## config.mk

```make
export PLATFORM = sky130hd
export DESIGN_NAME = led_matrix_frame_serializer_unit
export DESIGN_NICKNAME = d
export VERILOG_FILES = /design/src/hw/rtl/lmfs_pkg.sv /design/src/hw/rtl/led_matrix_frame_serializer_unit.sv
export SDC_FILE = /design/constraint.sdc
export NUM_CORES = 1
export LEC_CHECK = 0
export BUFFER_PORTS_ARGS = -buffer_cell sky130_fd_sc_hd__buf_2
export CAP_MARGIN = 10
export CORE_MARGIN = 8
export CORE_UTILIZATION = 50
export CTS_BUF_LIST = sky130_fd_sc_hd__clkbuf_8
export DETAILED_ROUTE_END_ITERATION = 10
export GPL_TIMING_DRIVEN = 1
export PLACE_DENSITY = 0.71
export SYNTH_ARGS = -nofsm -noshare
export SYNTH_HDL_FRONTEND = slang
export SYNTH_SLANG_ARGS = --single-unit
```

## constraint.sdc

```tcl
create_clock -name clk -period 3.2 [get_ports clk]
set_input_delay 0.32 -clock clk [delete_from_list [all_inputs] [get_ports clk]]
set_output_delay 0.32 -clock clk [all_outputs]
set_load 0.02 [all_outputs]
```

## src/hw/rtl/lmfs_pkg.sv

```systemverilog
// Package for the LED matrix frame serializer: request and result types, codes and constants.
package lmfs_pkg;

	localparam int unsigned GRID_COUNT_DEF  = 5;
	localparam int unsigned ROW_COUNT_DEF   = 10;
	localparam int unsigned BLANK_BYTES_DEF = 80;

	localparam logic [7:0] ADDR_BYTE = 8'hC0;
	localparam logic [7:0] LEVEL_MAX = 8'hFF;

	typedef enum logic [2:0] {
		OP_TICK       = 3'd0,
		OP_WRITE_GRID = 3'd1,
		OP_SEND_CMD   = 3'd2,
		OP_SEND_FRAME = 3'd3,
		OP_SEND_BLANK = 3'd4
	} op_t;

	typedef enum logic [1:0] {
		KIND_NONE  = 2'd0,
		KIND_CMD   = 2'd1,
		KIND_FRAME = 2'd2,
		KIND_BLANK = 2'd3
	} kind_t;

	typedef enum logic [1:0] {
		CLK_HIGH  = 2'd0,
		CLK_LOW   = 2'd1,
		CLK_PULSE = 2'd2
	} clk_mode_t;

	typedef struct packed {
		logic [2:0] operation;
		logic [2:0] grid_index;
		logic [7:0] segment_pattern;
		logic [7:0] command_byte;
	} req_t;

	typedef struct packed {
		logic [1:0] clock_mode;
		logic       data_level;
		logic       slot_valid;
		logic       last_slot;
		logic       send_rejected;
		logic       busy_res;
	} res_t;

endpackage

```

## src/hw/rtl/led_matrix_frame_serializer_unit.sv

```systemverilog
// Top level of the LED matrix frame serializer: pattern store, slot sequencer and result register.
// The result of each accepted request is registered in the output register.
// Throughput: one request per cycle unless the held result is stalled; slot counter steps per tick,
// grid counter per frame data byte, row counter per grid wrap. The output register accepts a new
// request in the same cycle its result is taken. Reset (arst_n low, asynchronous): patterns,
// counters, held command and brightness clear to zero, no transfer active, output register empty.
module led_matrix_frame_serializer_unit #(
	parameter int unsigned GRID_COUNT  = lmfs_pkg::GRID_COUNT_DEF,
	parameter int unsigned ROW_COUNT   = lmfs_pkg::ROW_COUNT_DEF,
	parameter int unsigned BLANK_BYTES = lmfs_pkg::BLANK_BYTES_DEF
) (
	input  logic           clk,
	input  logic           arst_n,
	input  logic           req_valid,
	output logic           req_stall,
	input  lmfs_pkg::req_t req_data,
	output logic           res_valid,
	input  logic           res_stall,
	output lmfs_pkg::res_t res_data,
	input  logic           cfg_we,
	input  logic [6:0]     cfg_wdata
);
	import lmfs_pkg::*;

	localparam int unsigned FRAME_BYTES = 1 + GRID_COUNT * ROW_COUNT;
	localparam int unsigned BLANK_TOTAL = 1 + BLANK_BYTES;
	localparam int unsigned MAX_BYTES   = (FRAME_BYTES > BLANK_TOTAL) ? FRAME_BYTES : BLANK_TOTAL;
	localparam int unsigned SW = $clog2(8 * MAX_BYTES + 6);
	localparam int unsigned GW = (GRID_COUNT > 1) ? $clog2(GRID_COUNT) : 1;
	localparam int unsigned RW = $clog2(ROW_COUNT + 1);
	localparam logic [SW-1:0] CMD_BITS   = SW'(8);
	localparam logic [SW-1:0] FRAME_BITS = SW'(8 * FRAME_BYTES);
	localparam logic [SW-1:0] BLANK_BITS = SW'(8 * BLANK_TOTAL);

	logic [7:0]    grid_q [GRID_COUNT];
	kind_t         kind_q;
	logic [SW-1:0] slot_q;
	logic [7:0]    cmd_q;
	logic          active_q;
	logic [6:0]    bright_q;
	logic [GW-1:0] gsel_q;
	logic [RW-1:0] row_q;
	res_t          res_s1;
	logic          res_valid_q;

	logic          accept;
	logic [SW-1:0] nbits;
	logic [SW-1:0] b;
	logic [SW-1:0] t;
	logic [SW-4:0] byte_idx;
	logic [2:0]    bit_pos;
	logic [9:0]    prod;
	logic [7:0]    level;
	logic [7:0]    pat;
	logic [7:0]    cur_byte;
	logic [2:0]    seg_bit;
	logic          row_on;
	logic          is_tick;
	logic          is_send;
	logic          in_data;
	logic          step_grid;
	res_t          res_d;

	assign req_stall = res_valid_q && res_stall;
	assign accept    = req_valid && !req_stall;
	assign res_valid = res_valid_q;
	assign res_data  = res_s1;

	assign is_tick = (req_data.operation == OP_TICK);
	assign is_send = (req_data.operation == OP_SEND_CMD) || (req_data.operation == OP_SEND_FRAME)
		|| (req_data.operation == OP_SEND_BLANK);

	always_comb begin
		unique case (kind_q)
			KIND_CMD:   nbits = CMD_BITS;
			KIND_FRAME: nbits = FRAME_BITS;
			default:    nbits = BLANK_BITS;
		endcase
	end

	assign b        = slot_q - SW'(2);
	assign t        = slot_q - SW'(2) - nbits;
	assign byte_idx = b[SW-1:3];
	assign bit_pos  = b[2:0];
	assign in_data  = (slot_q >= SW'(2)) && (slot_q < SW'(2) + nbits);

	assign prod  = 10'(bright_q) * 10'd5;
	assign level = (prod[9:1] > 9'(LEVEL_MAX)) ? LEVEL_MAX : prod[8:1];
	assign pat   = grid_q[gsel_q];

	always_comb begin
		row_on  = 1'b0;
		seg_bit = 3'd0;
		if (row_q <= RW'(3)) begin
			row_on  = 1'b1;
			seg_bit = row_q[2:0];
		end else if (row_q >= RW'(6) && row_q <= RW'(9)) begin
			row_on  = 1'b1;
			seg_bit = 3'(row_q - RW'(2));
		end
	end

	always_comb begin
		if (kind_q == KIND_CMD) begin
			cur_byte = cmd_q;
		end else if (byte_idx == '0) begin
			cur_byte = ADDR_BYTE;
		end else if (kind_q != KIND_FRAME) begin
			cur_byte = 8'd0;
		end else begin
			cur_byte = (row_on && pat[seg_bit]) ? level : 8'd0;
		end
	end

	assign step_grid = accept && is_tick && active_q && in_data && (bit_pos == 3'd7)
		&& (kind_q == KIND_FRAME) && (byte_idx != '0);

	always_comb begin
		res_d               = '0;
		res_d.clock_mode    = CLK_HIGH;
		res_d.data_level    = 1'b1;
		res_d.busy_res      = active_q;
		if (is_tick && active_q) begin
			res_d.slot_valid = 1'b1;
			if (slot_q < SW'(2)) begin
				res_d.clock_mode = (slot_q == '0) ? CLK_HIGH : CLK_LOW;
				res_d.data_level = 1'b0;
			end else if (in_data) begin
				res_d.clock_mode = CLK_PULSE;
				res_d.data_level = cur_byte[3'd7 - bit_pos];
			end else begin
				res_d.clock_mode = (t == '0) ? CLK_LOW : CLK_HIGH;
				res_d.data_level = (t == SW'(2));
				res_d.last_slot  = (t >= SW'(2));
				res_d.busy_res   = (t < SW'(2));
			end
		end else if (is_send) begin
			res_d.send_rejected = active_q;
			res_d.busy_res      = 1'b1;
		end
	end

	always_ff @(posedge clk or negedge arst_n) begin
		if (!arst_n) begin
			for (int i = 0; i < GRID_COUNT; i++) begin
				grid_q[i] <= 8'd0;
			end
			kind_q      <= KIND_NONE;
			slot_q      <= '0;
			cmd_q       <= 8'd0;
			active_q    <= 1'b0;
			bright_q    <= 7'd0;
			gsel_q      <= '0;
			row_q       <= '0;
			res_valid_q <= 1'b0;
		end else begin
			if (cfg_we) begin
				bright_q <= cfg_wdata;
			end
			if (accept) begin
				res_valid_q <= 1'b1;
			end else if (!res_stall) begin
				res_valid_q <= 1'b0;
			end
			if (step_grid) begin
				if (gsel_q == GW'(GRID_COUNT - 1)) begin
					gsel_q <= '0;
					row_q  <= row_q + RW'(1);
				end else begin
					gsel_q <= gsel_q + GW'(1);
				end
			end
			if (accept) begin
				if (is_tick) begin
					if (active_q) begin
						if (res_d.last_slot) begin
							active_q <= 1'b0;
							kind_q   <= KIND_NONE;
							slot_q   <= '0;
						end else begin
							slot_q <= slot_q + SW'(1);
						end
					end
				end else if (req_data.operation == OP_WRITE_GRID) begin
					if (32'(req_data.grid_index) < GRID_COUNT) begin
						grid_q[GW'(req_data.grid_index)] <= req_data.segment_pattern;
					end
				end else if (is_send && !active_q) begin
					active_q <= 1'b1;
					slot_q   <= '0;
					gsel_q   <= '0;
					row_q    <= '0;
					if (req_data.operation == OP_SEND_CMD) begin
						kind_q <= KIND_CMD;
						cmd_q  <= req_data.command_byte;
					end else if (req_data.operation == OP_SEND_FRAME) begin
						kind_q <= KIND_FRAME;
					end else begin
						kind_q <= KIND_BLANK;
					end
				end
			end
		end
	end

	always_ff @(posedge clk) begin
		if (accept) begin
			res_s1 <= res_d;
		end
	end

endmodule

```

; ---- Word-level counts from Yosys, hierarchy flattened
; Index checks and enable logic that the tools add are counted.
[classes]
n_addsub = 8
mul = 1
order_cmp = 15
eq_ne = 14
n_mux = 62
bitwise = 5
reduce_logical = 30
[op_table]
columns = op, n
row1 = $mux W8, 8
row2 = $mux W10, 5
row3 = $bwmux W40, 1
row4 = $mux W3, 10
row5 = $bmux W8 S3, 1
row6 = $demux W8 S3, 1
row7 = $mux W4, 6
row8 = $ge A10 B2 Y1 const B, 2
row9 = $logic_not A10 Y1, 2
row10 = $lt A10 B2 Y1 const B, 2
row11 = $mux W1, 20
row12 = $pmux W10 S2, 1
row13 = $logic_and A1 B1 Y1, 14
row14 = $mux W2, 7
row15 = $add A10 B1 Y10 const B, 1
row16 = $add A2 B10 Y10 const A, 1
row17 = $eq A10 B2 Y1 const B, 1
row18 = $lt A10 B10 Y1, 1
row19 = $mul A7 B3 Y10 const B, 1
row20 = $reduce_and A5 Y1, 2
row21 = $sub A10 B10 Y10, 1
row22 = $sub A10 B2 Y10 const B, 1
row23 = $eq A3 B3 Y1 const B, 3
row24 = $gt A9 B8 Y1 const B, 1
row25 = 29 further kinds, 42
[word_totals]
ff_bits = 83
inputBits = 34
output_inout_bits = 9
elab_cells = 154

; ---- Logic depth before layout (Yosys ltp)
[logic_depth]
depth_word = 15
depth_mapped = 14
depth_no_buf = 13

; ---- Worst setup path before layout
; Ideal clock, no wire load.
[synth_timing]
kind = register to register
startpoint = register slot_q[1]
endpoint = register res_s1 (netlist bit res_data[4]) (data pin)
setup_time_ps = 150
arrival_time_ps = 3327
required_time_ps = 3050
slack_ps = -276
path_stages_with_launch = 15
n_path_buf = 1
synth_period_minus_slack_ps = 3476
cell_sequence = dfrtp_1 -> clkbuf_1 -> inv_1 -> ha_1 -> or3b_1 -> nor3_1 -> xor2_1 -> ha_1 -> inv_1 -> or3_1 -> nor4_1 -> o211ai_1 -> and2_1 -> o311a_1 -> nor3_2
[synth_between]
elab_chain_len = 8
word_cells_on_any_way = 15
classes_between = add/sub (3) / order compare (3) / eq/ne (1) / mux (6) / reduce/logical (2)
[synth_lines]
columns = element, line_no
row1 = start: declaration, led_matrix_frame_serializer_unit.sv:37  ; logic [SW-1:0] slot_q;
row2 = start signal: assignment, led_matrix_frame_serializer_unit.sv:181  ; slot_q <= slot_q + SW'(1);
row3 = "parallel branches: the longest is 7 deep, another holds $sub A10 B2 Y10", --
row4 = $mux W3 *, led_matrix_frame_serializer_unit.sv:125  ; if (slot_q < SW'(2)) begin
row5 = end signal: assignment, led_matrix_frame_serializer_unit.sv:208  ; res_s1 <= res_d;
row6 = end: declaration, led_matrix_frame_serializer_unit.sv:43  ; res_t res_s1;
; Every way passes the cells marked *. The select of a mux whose other input is x is not followed.
; A chain may end at the register's enable or synchronous reset.

; ---- Final worst setup path
[layout_timing]
startpoint = register slot_q[2]
endpoint = register res_s1 (netlist bit res_data[4]) (data pin)
; Same word-level chain as after synthesis.

==> run summary <==
Top cells by area, synth = dfrtp_1 (37%), mux2_2 (12%), ha_1 (8.6%)
Via density = 5.62
Total CTS buffers = 9
Arrival @ worst endpoint = 3.40 ns
Yosys top cell area share = 37.3%
Post-Syn Instances = 474
Vias in the first global route = 3912
Tot Pwr = 0.00331 W
RSZ-0062 raised after global routing = yes
Unique masters post-synth = 63
Synth Net Count = 545
Commonest cells in the synthesized netlist = dfrtp_1 (76), mux2_2 (54), ha_1 (35)
Largest area contributor in the netlist = dfrtp_1
Max Clock Skew = 0.00715 ns
Global router's overall resource usage = 17.2%
Pin slew with the least headroom to its limit = 0.951 ns
Final Hold Vio Count = 0
Crit. End Element = register
Sequential area share after synthesis = 41.4%
Gr ovfl total = 0
Final setup fails = 0
Largest net degree at the start of global routing = 77
P_sw = 0.00118 W
LEAKAGE = 2.77 nW
Final HPWL DP = 8.16 mm
Fillers = 840
Starting Density = 50.5%
Clk network pwr share = 21.6%
Pint = 0.00213 W
Layout Nets = 616
Hold WC Path Type = in2async
Clk_lat worst skew = 0.36 ns
Post-route DRC violation count = 0
CTS Buffer Depth = 2
Required @ worst endpoint = 3.42 ns
Pwr per Cell Area = 548 nW/um^2
PortBufs = 42
Synth async-reset ratio = 91.6%
Net Sw Frac = 35.6%
Slew Viols, Final = 0
Clk slew on worst S/H paths = 0.08 ns
Row cnt = 37
Mapped Area = 5100 sq um
Synthesis-stage register bit count = 83
GP Congestion = 0.852
Core ar. = 10100 sq um
Clock sink count = 83
CTS HTree Levels = 3
Status = finished clean
Cell area after placement = 5620 sq um
Most common cell in the netlist = dfrtp_1
Multi-input gate area = 2980 sq um
CP Launch Type = register
Drt total wl = 11.2 mm
Die Width = 117 um
F_max = 314 MHz
Tmin final = 3.18 ns
Setup WS pre-CTS = -0.145 ns
TritonRoute pass-1 iters = 4
Vert. Die Dim = 117 um
Share of layout cells above drive strength 1 = 34.5%
FF+latch area = 2110 sq um
Crit Path Class = reg2reg
Crit Path Max Fanout = 6
WL/cell = 16.4 um
Antenna cells = 0
Peak supply drop = 218 uV
First DRT Iteration DRCs = 173
Setup ws final = 0.0160 ns
Max-cap check violation count = 0
Final instance area = 6040 sq um
Global-route wire length before repair = 18.5 mm
Post-synth EDFFs = 7
I/O Pins = 43
Max_slew headroom = 36.6%
CTS tree = yes
Antenna violation net count after detailed routing = 0
Gate power share = 41.1%
Setup TNS = 0 ns
Ratio of final minimum period to clock period = 99.5%
Avg Cell Area, Syn = 10.8 sq um
CTS root buffer = clkbuf_8
Synth warn = 0
Most used DFF post-synth = dfrtp_1
Full die area = 13700 sq um
Initial antenna violation count = 0
Area growth syn-to-layout = 18.4%
Final core occ = 59.8%
Reg power frac = 37.3%
Vias post-DR = 3852
==> logic make-up after synthesis <==
kind of cell    Yosys count  synth area share, %
fa+ha+maj                37                 9.37
xor+xnor                 20                 3.44
flops                    83                 41.4
buf+inv                  42                 3.26
compound gates           85                 10.7
simple gates            131                 13.8
mux                      76                 18.0
==> power groups by stage <==
stage          Sequential (W)  Combinational [W]  Clock [W]
2_1_floorplan         0.00124           0.000795          0
3_3_place_gp          0.00125            0.00106          0
3_5_place_dp          0.00126            0.00110          0
4_1_cts               0.00124            0.00113   0.000736
5_1_grt               0.00125            0.00150   0.000783
6_report              0.00123            0.00136   0.000717
==> timing repair <==
item / CTS / global route
hold buffers: 0 / 0
gates resized for setup: 5 / 30
pin swaps: 3 / 9
buffers inserted: 3 / 8
gates cloned: 0 / 0
endpoints found under the setup margin: 14 / 17
==> layout make-up <==
cell class,instances,area share [%]
multi-input combinational,349,49.3
clock buffer,11,2.51
timing repair buffer,77,8.06
clock inverter,5,0.622
sequential,83,35.0
tap,136,2.82
inverter,25,1.64
==> state kept, by name (all words and copies together) (netlist names) <==
signal     flops
res_data       7
row_q          4
slot_q        10
bright_q       7
kind_q         2
gsel_q         3
res_valid      1
active_q       1
grid_q        40
cmd_q          8
==> worst max-delay path, cell delays in order, from the launching register on <==
cell and delay (ns):
dfrtp_2 0.45, inv_2 0.09, ha_4 0.15, or3b_4 0.40
nor3_2 0.18, xor2_1 0.10, ha_1 0.35, buf_6 0.13
o2111ai_1 0.10, a311oi_1 0.39, nor3_2 0.13, and2_1 0.18
o311a_1 0.30, nor3_2 0.10
==> cell usage in the layout (no fill, tap or decap), types with 7 or more instances in the layout <==
master,n
dfrtp_1,74
edfxtp_1,7
nand3_1,11
o21ai_0,15
nand2_1,19
xor2_1,11
inv_1,21
a21oi_1,23
nor2b_1,8
mux4_2,7
xnor2_1,7
nor2_1,31
buf_4,33
mux2_2,54
nor3_1,10
clkbuf_8,11
ha_1,33
mux2i_1,15
buf_2,41
==> per-stage QoR <==
| step | hold WS [ns] | std cells |
|---|---|---|
| after detailed placement | 0.490 | 659 |
| after global placement | 0.485 | 659 |
| final | 0.100 | 686 |
| after global routing | 0.166 | 686 |
| after CTS | 0.131 | 678 |
| after floorplan | 0.0244 | 474 |
==> routing by layer <==
layer  share of wire (%)  vias up  track usage, %
met5                   0        -               0
met4                 1.8        0            6.83
met3                 5.5       17            3.95
met2                  47       82            26.7
met1                  46     1896            22.8
li1                    -     1857               -
==> final timing paths <==
| check | startpoint | endpoint | slack [ns] | cells past startpoint |
|---|---|---|---|---|
| max | slot_q[2] | res_data[4] | 0.02 | 13 |
| min | arst_n | bright_q[3] | 0.10 | 1 |
| max reg2reg | slot_q[2] | res_data[4] | 0.02 | 13 |
| min reg2reg | grid_q[22] | grid_q[22] | 0.51 | 1 |
| max in group asynchronous | arst_n | slot_q[2] | 2.46 | 1 |
| min in group clk | req_valid | res_valid | 0.16 | 2 |
Note: power is estimated with default switching activity, not from simulation.
